File: src/hw/rtl/bswr_pkg.sv
package bswr_pkg;

	localparam int DEPTH  = 16;
	localparam int DATA_W = 16;
	localparam int CNT_W  = 5;
	localparam int IDX_W  = $clog2(DEPTH);

	localparam logic [1:0] ACT_PUSH   = 2'd0;
	localparam logic [1:0] ACT_POP    = 2'd1;
	localparam logic [1:0] ACT_PEEK   = 2'd2;
	localparam logic [1:0] ACT_REMOVE = 2'd3;

	typedef struct packed {
		logic [1:0]        action;
		logic [DATA_W-1:0] value;
	} cmd_t;

	typedef struct packed {
		logic              ok;
		logic [DATA_W-1:0] data;
		logic [CNT_W-1:0]  count;
	} res_t;

	typedef struct packed {
		logic valid;
		logic wr;
		logic shift;
	} cell_ctl_t;

endpackage

File: src/hw/rtl/bswr_cell.sv
module bswr_cell
	import bswr_pkg::*;
(
	input  logic              clk,
	input  cell_ctl_t         ctl,
	input  logic [DATA_W-1:0] wr_data,
	input  logic [DATA_W-1:0] up_data,
	input  logic [DATA_W-1:0] key,
	input  logic              above_in,
	output logic [DATA_W-1:0] data_q,
	output logic              above_out
);

	logic match;

	assign match     = ctl.valid && (data_q == key);
	assign above_out = above_in || match;

	always_ff @(posedge clk) begin
		if (ctl.wr) begin
			data_q <= wr_data;
		end else if (ctl.shift) begin
			data_q <= up_data;
		end
	end

endmodule

File: src/hw/rtl/bounded_stack_with_remove.sv
// Channel   Ports                  Handshake
// command   cmd (cmd_t)            accepted when start is high and busy is low
// result    result (res_t)         valid for the one cycle that done is high
//
// The result appears in the cycle after the command is accepted, and a new command
// may be accepted in every cycle.
// Each cell compares its entry with the key and a match chain from the top
// cell downward selects which cells shift for a remove.
// Reset clears the entry count and the result strobe; entries are not cleared.
// The receiver cannot stall, so busy is never raised.
module bounded_stack_with_remove
	import bswr_pkg::*;
(
	input  logic clk,
	input  logic arst_n,
	input  logic start,
	output logic busy,
	input  cmd_t cmd,
	output logic done,
	output res_t result
);

	logic [CNT_W-1:0]  count_q;
	logic              done_q;
	res_t              result_q;

	cell_ctl_t         ctl       [DEPTH];
	logic [DATA_W-1:0] cell_data [DEPTH];
	logic              chain     [DEPTH+1];

	logic              take;
	logic              is_push;
	logic              is_pop;
	logic              is_remove;
	logic              full;
	logic              empty;
	logic              found;
	logic [IDX_W-1:0]  top_idx;
	logic [CNT_W-1:0]  top_cnt;
	res_t              res_d;
	logic [CNT_W-1:0]  count_d;

	assign busy      = 1'b0;
	assign take      = start && !busy;
	assign is_push   = cmd.action == ACT_PUSH;
	assign is_pop    = cmd.action == ACT_POP;
	assign is_remove = cmd.action == ACT_REMOVE;
	assign full      = count_q == CNT_W'(DEPTH);
	assign empty     = count_q == '0;
	assign top_cnt   = count_q - CNT_W'(1);
	assign top_idx   = top_cnt[IDX_W-1:0];
	assign chain[DEPTH] = 1'b0;
	assign found     = chain[0];

	for (genvar i = 0; i < DEPTH; i++) begin : g_cell
		assign ctl[i] = cell_ctl_t'{
			valid: CNT_W'(i) < count_q,
			wr:    take && is_push && !full && (count_q == CNT_W'(i)),
			shift: take && is_remove && found && !chain[i+1]
		};

		bswr_cell u_cell (
			.clk      (clk),
			.ctl      (ctl[i]),
			.wr_data  (cmd.value),
			.up_data  ((i == DEPTH - 1) ? '0 : cell_data[(i + 1) % DEPTH]),
			.key      (cmd.value),
			.above_in (chain[i+1]),
			.data_q   (cell_data[i]),
			.above_out(chain[i])
		);
	end

	always_comb begin
		res_d   = '0;
		count_d = count_q;
		unique case (cmd.action) inside
			ACT_PUSH: begin
				if (!full) begin
					res_d.ok = 1'b1;
					count_d  = count_q + CNT_W'(1);
				end
			end
			ACT_POP, ACT_PEEK: begin
				if (!empty) begin
					res_d.ok   = 1'b1;
					res_d.data = cell_data[top_idx];
					if (is_pop) begin
						count_d = top_cnt;
					end
				end
			end
			ACT_REMOVE: begin
				if (found) begin
					res_d.ok = 1'b1;
					count_d  = top_cnt;
				end
			end
			default: begin
				res_d = '0;
			end
		endcase
		res_d.count = count_d;
	end

	always_ff @(posedge clk or negedge arst_n) begin
		if (!arst_n) begin
			count_q <= '0;
			done_q  <= 1'b0;
		end else begin
			done_q <= take;
			if (take) begin
				count_q <= count_d;
			end
		end
	end

	always_ff @(posedge clk) begin
		if (take) begin
			result_q <= res_d;
		end
	end

	assign done   = done_q;
	assign result = result_q;

endmodule
File: config.mk
export PLATFORM = sky130hd
export DESIGN_NAME = bounded_stack_with_remove
export DESIGN_NICKNAME = d
export VERILOG_FILES = /design/src/hw/rtl/bswr_pkg.sv /design/src/hw/rtl/bswr_cell.sv /design/src/hw/rtl/bounded_stack_with_remove.sv
export SDC_FILE = /design/constraint.sdc
export NUM_CORES = 1
export LEC_CHECK = 0
export CORE_MARGIN = 5
export CORE_UTILIZATION = 55
export CTS_BUF_LIST = sky130_fd_sc_hd__clkbuf_8
export CTS_CLUSTER_SIZE = 20
export DETAILED_ROUTE_END_ITERATION = 10
export DONT_BUFFER_PORTS = 1
export PLACE_DENSITY = 0.7
export SKIP_LAST_GASP = 1
export SLEW_MARGIN = 0
export SYNTH_ARGS = -nofsm -noshare
export SYNTH_HDL_FRONTEND = slang
export SYNTH_SLANG_ARGS = --single-unit
File: constraint.sdc
create_clock -name clk -period 4.4 [get_ports clk]
set_clock_uncertainty 0.1 [all_clocks]
set_input_delay 0.88 -clock clk [delete_from_list [all_inputs] [get_ports clk]]
set_output_delay 0.88 -clock clk [all_outputs]
set_load 0.005 [all_outputs]
==> qor.txt, run 1 <==
SYNTHESIS
---------------------------------------------------------------------------------
Share of cell area taken by muxes after synthesis                           24.1%
Gate count of the mapped netlist                                             1329
Synthesized netlist net count                                                1358
Main flop type after synthesis                                           edfxtp_1
Portion of synthesized cell area occupied by the leading cell type          46.5%
Yosys warning count                                                             0
Number of storage elements in the synthesis netlist                           284
Adder-cell share of the synthesized area                                   0.557%
Netlist area before placement                                          0.0180 mm²
Main combinational cell family by area after synthesis               multiplexers
EDFF count, synth                                                             278
Simple-gate portion of the synthesized area                                 7.03%
Count of distinct cell types in the synthesized netlist                        63
Xor/xnor share of the synthesized area                                      12.8%
Post-synthesis area per instance                                         13.5 µm²
Share of the yosys chip area belonging to registers                         47.3%
Async set-reset flop share out of synthesis                                 2.11%
Biggest area consumer among synthesized cells                            edfxtp_1
Largest cells by area after synthesis                                edfxtp_1 46%, mux2_2 15%, xor2_1 8.7%, mux4_2 8.0%, xnor2_1 4.1%
Share of the synthesized area in compound gates (AO/OA/AOI/OAI)             4.20%

WORST SETUP PATH
---------------------------------------------------------------------------------
Crit path DAT                                                             3830 ps
WS Path Type                                                         flop to flop
Type of element launching the critical path                                  flop
CP max FO                                                                      18
Critical Path End Type                                                       flop
Required arrival time at the worst endpoint                               4550 ps

CTS
---------------------------------------------------------------------------------
Post-cts gate resize count                                                      0
CTS H-tree depth                                                                2
Total clock buffers created by CTS                                             50
CTS root buffer                                                          clkbuf_8
Clk_lat worst skew                                                         580 ps
TritonCTS clock tree                                                        built
Bufs on Longest Clock Path                                                      3
Clk pin slew, worst setup/hold paths                                        60 ps
TritonCTS sink count                                                          284

FLOORPLANNING
---------------------------------------------------------------------------------
Row Count                                                                      66
Vertical die dimension                                                     191 µm
Width of the chip                                                          191 µm
Initial cell density of the core                                            55.5%
Core Footprint                                                         0.0324 mm²
Ports                                                                          45
DIE AREA                                                               0.0364 mm²

STA
---------------------------------------------------------------------------------
Fin Hold WS                                                                250 ps
Period minus WS final                                                     3680 ps
Max-slew violation count                                                        0
Period Utilization, post-route                                              83.6%
Measured slew at the worst slew-check pin                                 1020 ps
Final Hold Violating Endpoints                                                  0
Unrepaired setup endpoints after global routing                                no
Timing-limited maximum frequency                                          272 MHz
Sum Neg Setup Slack                                                          0 ps
Max-slew headroom at the worst pin                                          32.2%
Setup violations, final                                                         0

FINAL LAYOUT
---------------------------------------------------------------------------------
Fraction of the core area covered by cells at the end of the flow           59.0%
Commonest non-fill, non-tap cell in the layout                           edfxtp_1
Post-layout instance count excluding filler cells                            1784
Most frequent cells in the layout                                    278 x edfxtp_1, 240 x mux2_2, 176 x xor2_1, 84 x xnor2_1, 64 x mux4_2
Area growth from synthesis to layout                                        6.25%
Final #Nets                                                                  1333
Ratio of cells with drive above 1 in the final layout                       31.8%

DETAILED ROUTING
---------------------------------------------------------------------------------
Routed wire length                                                       50200 µm
Vias                                                                        11439
Vias per cell                                                                6.41
DR pass1 iterations                                                             5
Detailed router's first-iteration violation count                            1323
Final antenna-violating net count                                               0
Count of unresolved DRC violations after routing                                0
Post-DR wirelength/cell                                                   28.2 µm

FLOW RUN
---------------------------------------------------------------------------------
Maximum Capacitance Violations                                                  0

GRT
---------------------------------------------------------------------------------
Wire length of the first global-routing pass                             75600 µm
Maximum number of pins on one net before global-route repair                   50
Overall Global Routing Usage                                                27.8%
Congestion Overflow GR                                                          0
Number of antenna violations at the first check in global routing               2
Vias in the first global route                                              11259

STATUS
---------------------------------------------------------------------------------
Outcome                                                              complete, no violations

POWER
---------------------------------------------------------------------------------
P_leak                                                                    6.33 nW
PnR Total Power                                                         0.00840 W
Peak supply drop                                                       0.000300 V
Total power density per cell area                                      440 mW/mm²

PLACED DESIGN
---------------------------------------------------------------------------------
Cell count after placement                                                   1693
Number of port buffers                                                          0
Last weighted congestion value of the routability-driven placer             0.924
Final HPWL DP                                                            35400 µm

WORST HOLD PATH
---------------------------------------------------------------------------------
Class of the tightest hold or removal check                          primary input to flop

==> per-stage QoR <==
step           area [µm²]  setup WS [ps]
2_1_floorplan       18000            277
3_3_place_gp        18200            801
3_5_place_dp        18200            741
4_1_cts             19100            743
5_1_grt             19100            535
6_report            19100            722
==> critical path: stages (launching register included) <==
cell and delay (ps):
dfrtp_1 880, inv_1 310, ha_1 330, o21ai_0 270
nand2_1 100, o22ai_1 330, nor3b_4 130, nand3_4 200
o2111ai_1 220, o21bai_1 170, buf_4 300
==> per-layer routing <==
| layer | up-vias | wire, µm | GRT usage (%) |
|---|---|---|---|
| li1 | 4969 | - | - |
| met4 | 0 | 1100 | 6.91 |
| met3 | 64 | 5580 | 8.88 |
| met2 | 601 | 21700 | 39.8 |
| met1 | 5805 | 21900 | 41.4 |
| met5 | - | 0 | 0 |
==> report_power, final <==
part | switching [W] | internal [W] | leakage, nW
Combinational | 0.00169 | 0.00129 | 3.24
Sequential | 0.000127 | 0.00312 | 2.56
Clock | 0.00111 | 0.00107 | 0.528
Total | 0.00292 | 0.00547 | 6.33
==> layout make-up <==
cell class                 count  area [µm²]
clock buffer                  51         702
tap                          442         553
multi-input combinational    913        8790
sequential                   284        8500
inverter                      10        37.5
antenna                        1        2.50
timing repair buffer          45         353
fill                        2626       13300
clock inverter                38         155
==> sequential cells by signal, summed over array words and instances, names as in the netlist <==
register and count:
g_cell.u_cell.data_q 256, result 22, count_q 5, done 1
==> final timing paths <==
path	slack (ps)	endpoint	startpoint	depth (start not counted)
worst max register to register	720	g_cell[13].u_cell.data_q[11]$_DFFE_PP_	count_q[1]$_DFFE_PN0P_	10
min in group asynchronous	510	count_q[1]$_DFFE_PN0P_	arst_n	1
worst max-delay path	720	g_cell[13].u_cell.data_q[11]$_DFFE_PP_	count_q[1]$_DFFE_PN0P_	10
max in group asynchronous	3430	count_q[0]$_DFFE_PN0P_	arst_n	1
worst min register to register	500	g_cell[5].u_cell.data_q[3]$_DFFE_PP_	g_cell[6].u_cell.data_q[3]$_DFFE_PP_	1
worst min-delay path	250	done$_DFF_PN0_	start	0
==> Yosys cell counts (all sizes together) (2+ instances only) <==
library cell and number:
ha 8, mux2i 18, o211ai 2, a311oi 3, nor2 22, a21oi 12, nand2b 6, o21a 2
o21bai 3, a31oi 5, nand4 23, xnor2 84, a21o 3, o2bb2ai 2, buf 81, nor3 14
nand3 23, nor4 43, dfrtp 6, clkbuf 41, o21ai 19, and3 4, nand2 38, mux4 64
xor2 178, inv 10, a211oi 34, and2 20, or3 4, edfxtp 278, mux2 240, nor2b 17
o2111ai 2, o22ai 6
==> cell families (layout without fill, tap and decap cells) <==
group,count (synthesis),in the layout
muxes,322,322
DFF,284,284
xor gates and xnor gates,262,262
and+or+nand+nor,220,220
buffers and inverters,132,144
AOI/OAI and AO/OA,100,100
adders and majority gates,8,8
other,1,2
==> timing repair <==
item                                   4_1_cts  5_1_grt
endpoints found under the hold margin        6        0
hold buffers                                 1        0
setup endpoints to repair                    0        0
buffers inserted                             0        0
Power figures use the tool's default switching activity.
==> run 2, diff against run 1 <==
clock period = 3.4 ns   (was 4.4 ns; I/O delays follow)
==> run 2 against run 1 <==
  * Sequential power grew 30%
  * Largest cell class unchanged
  * Worst hold slack worse by 150 ps
  * Critical path depth did not move
  * Design area is 3.1% higher
  * Global-route usage increased by 1.2 points
  * Critical endpoint is now g_cell[12].u_cell.data_q[14]$_DFFE_PP_
  * Wire length rose by 5.3%
==> qor.txt, run 2 (synthesis gave the netlist of run 1 again) <==
STATUS
--------------------------------------------------------------------------------
Outcome                                                             complete, no violations

PLACED DESIGN
--------------------------------------------------------------------------------
Final HPWL DP                                                           37500 µm
Last weighted congestion value of the routability-driven placer            0.995
Cell count after placement                                                  1732
Number of port buffers                                                         0

DETAILED ROUTING
--------------------------------------------------------------------------------
DR WL met3                                                               6010 µm
Vias per cell                                                               6.52
Met2 Wirelength                                                         22800 µm
Vias                                                                       11898
Metal1 wirelength                                                       22400 µm
Top layer used by detailed routing                                          met4
Routed wire length                                                      52900 µm
DR pass1 iterations                                                            5
Count of unresolved DRC violations after routing                               0
Final antenna-violating net count                                              0
Detailed router's first-iteration violation count                           1374
Post-DR wirelength/cell                                                  29.0 µm

WORST SETUP PATH
--------------------------------------------------------------------------------
WS Path Type                                                        flop to flop
Worst reg2reg path startpoint                                       g_cell[10].u_cell.data_q[15]$_DFFE_PP_
Type of element launching the critical path                                 flop
Largest delay share family, worst path                              compound AO/OA/AOI/OAI gates
Chain of cells forming the critical path                            xor2_1 > nor4_1 > nand2_1 > o32ai_2 > nor4_4 > buf_4 > nand3_4 > o2111ai_1 > o21ai_1 > buf_12
Sum of buffers and inverters on the critical path                              2
Critical Path End Type                                                      flop
Worst reg2reg path depth                                                      10
CP max FO                                                                     16
Slowest cell on crit path                                                 nor4_1
Worst reg2reg path endpoint                                         g_cell[12].u_cell.data_q[14]$_DFFE_PP_
Required arrival time at the worst endpoint                              3590 ps
Crit path DAT                                                            3440 ps
Logic depth of the worst path, buffers included                               10
Worst path max stage delay                                                510 ps
Register-to-register path setup slack                                     150 ps

FINAL LAYOUT
--------------------------------------------------------------------------------
Post-layout instance count excluding filler cells                           1825
Fillers                                                                     2591
Most frequent cells in the layout                                   278 x edfxtp_1, 240 x mux2_2, 176 x xor2_1, 84 x xnor2_1, 65 x buf_4
Fraction of the core area covered by cells at the end of the flow          60.8%
Final #Nets                                                                 1372
Area growth from synthesis to layout                                       9.52%
Max FFs per register                                                         256
Register with the most flip-flops                                   g_cell.u_cell.data_q
Commonest non-fill, non-tap cell in the layout                          edfxtp_1
Ratio of cells with drive above 1 in the final layout                      34.7%
# diodes                                                                       0

FLOORPLANNING
--------------------------------------------------------------------------------
DIE AREA                                                              0.0364 mm²
Ports                                                                         45
Width of the chip                                                         191 µm
Row Count                                                                     66
Initial cell density of the core                                           55.5%
Vertical die dimension                                                    191 µm
Core Footprint                                                        0.0324 mm²

CTS
--------------------------------------------------------------------------------
TritonCTS sink count                                                         284
CTS root buffer                                                         clkbuf_8
Clk pin slew, worst setup/hold paths                                       70 ps
Setup fix buffers added after clock tree synthesis                             0
TritonCTS clock tree                                                       built
Clk_lat worst skew                                                        600 ps
Total clock buffers created by CTS                                            49
Bufs on Longest Clock Path                                                     3
CTS H-tree depth                                                               2

GRT
--------------------------------------------------------------------------------
Congestion Overflow GR                                                         0
Vias in the first global route                                             11790
Number of antenna violations at the first check in global routing              1
Overall Global Routing Usage                                               29.0%
Wire length of the first global-routing pass                            78400 µm
Maximum number of pins on one net before global-route repair                  38

STA
--------------------------------------------------------------------------------
Measured slew at the worst slew-check pin                                 659 ps
Final Hold Violating Endpoints                                                 0
Setup violations, final                                                        0
Max-slew violation count                                                       0
Sum Neg Setup Slack                                                         0 ps
Unrepaired setup endpoints after global routing                               no
Timing-limited maximum frequency                                         307 MHz
Max-slew headroom at the worst pin                                         55.8%
Period Utilization, post-route                                             95.7%
Period minus WS final                                                    3250 ps

WORST HOLD PATH
--------------------------------------------------------------------------------
Number of stages on the worst hold path                                        0
Class of the tightest hold or removal check                         primary input to flop
Hold EP                                                             result[1]$_DFFE_PP_
Hold path start                                                            start

FLOW RUN
--------------------------------------------------------------------------------
Maximum Capacitance Violations                                                 0

POWER
--------------------------------------------------------------------------------
Total power density per cell area                                     572 mW/mm²
P_leak                                                                   6.60 nW
Peak supply drop                                                      0.000378 V

run 2: area by class of cell:
cell class | count | area, µm² | share of cell area [%]
well taps | 442 | 553 | 2.81
clock buffers | 51 | 702 | 3.57
multi-input cells | 913 | 8800 | 44.7
clock inverters | 40 | 221 | 1.13
repair buffers | 85 | 868 | 4.41
inverters | 10 | 37.5 | 0.191
flip-flops and latches | 284 | 8500 | 43.2
run 2: through the flow:
stage | total power, W | hold slack [ps] | cell area [µm²] | setup slack [ps]
floorplan | 0.00700 | 284 | 18000 | -126
global placement | 0.00823 | 285 | 18700 | 32.8
detailed placement | 0.00824 | 285 | 18700 | 13.6
CTS | 0.0113 | 71.0 | 19700 | 142
global route | 0.0117 | 78.6 | 19700 | 43.6
finish | 0.0113 | 105 | 19700 | 147
run 2: power by group:
group          total [W]  internal [W]  switching, W
logic            0.00403       0.00181       0.00222
clock network    0.00302       0.00155       0.00148
registers        0.00420       0.00403      0.000172
run 2: repair_timing:
action                                 4_1_cts  5_1_grt
endpoints found under the hold margin        7        0
hold buffers                                 2        0
setup endpoints to repair                    0       26
resized for setup                            0        1
run 2: worst max path at each step:
stage / to / from / slack [ps]
floorplan: g_cell[0].u_cell.data_q[0]$_DFFE_PP_ / cmd[13] / -130
global placement: g_cell[12].u_cell.data_q[11]$_DFFE_PP_ / cmd[15] / 30
detailed placement: g_cell[12].u_cell.data_q[8]$_DFFE_PP_ / cmd[15] / 10
CTS: g_cell[12].u_cell.data_q[14]$_DFFE_PP_ / count_q[2]$_DFFE_PN0P_ / 140
global route: g_cell[10].u_cell.data_q[11]$_DFFE_PP_ / count_q[2]$_DFFE_PN0P_ / 40
finish: g_cell[12].u_cell.data_q[14]$_DFFE_PP_ / g_cell[10].u_cell.data_q[15]$_DFFE_PP_ / 150
run 2: metal layers:
layer	vias to the layer above	GRT usage [%]
met5	-	0
met4	0	8.90
met3	106	8.35
met2	702	41.7
met1	6030	42.9
li1	5060	-
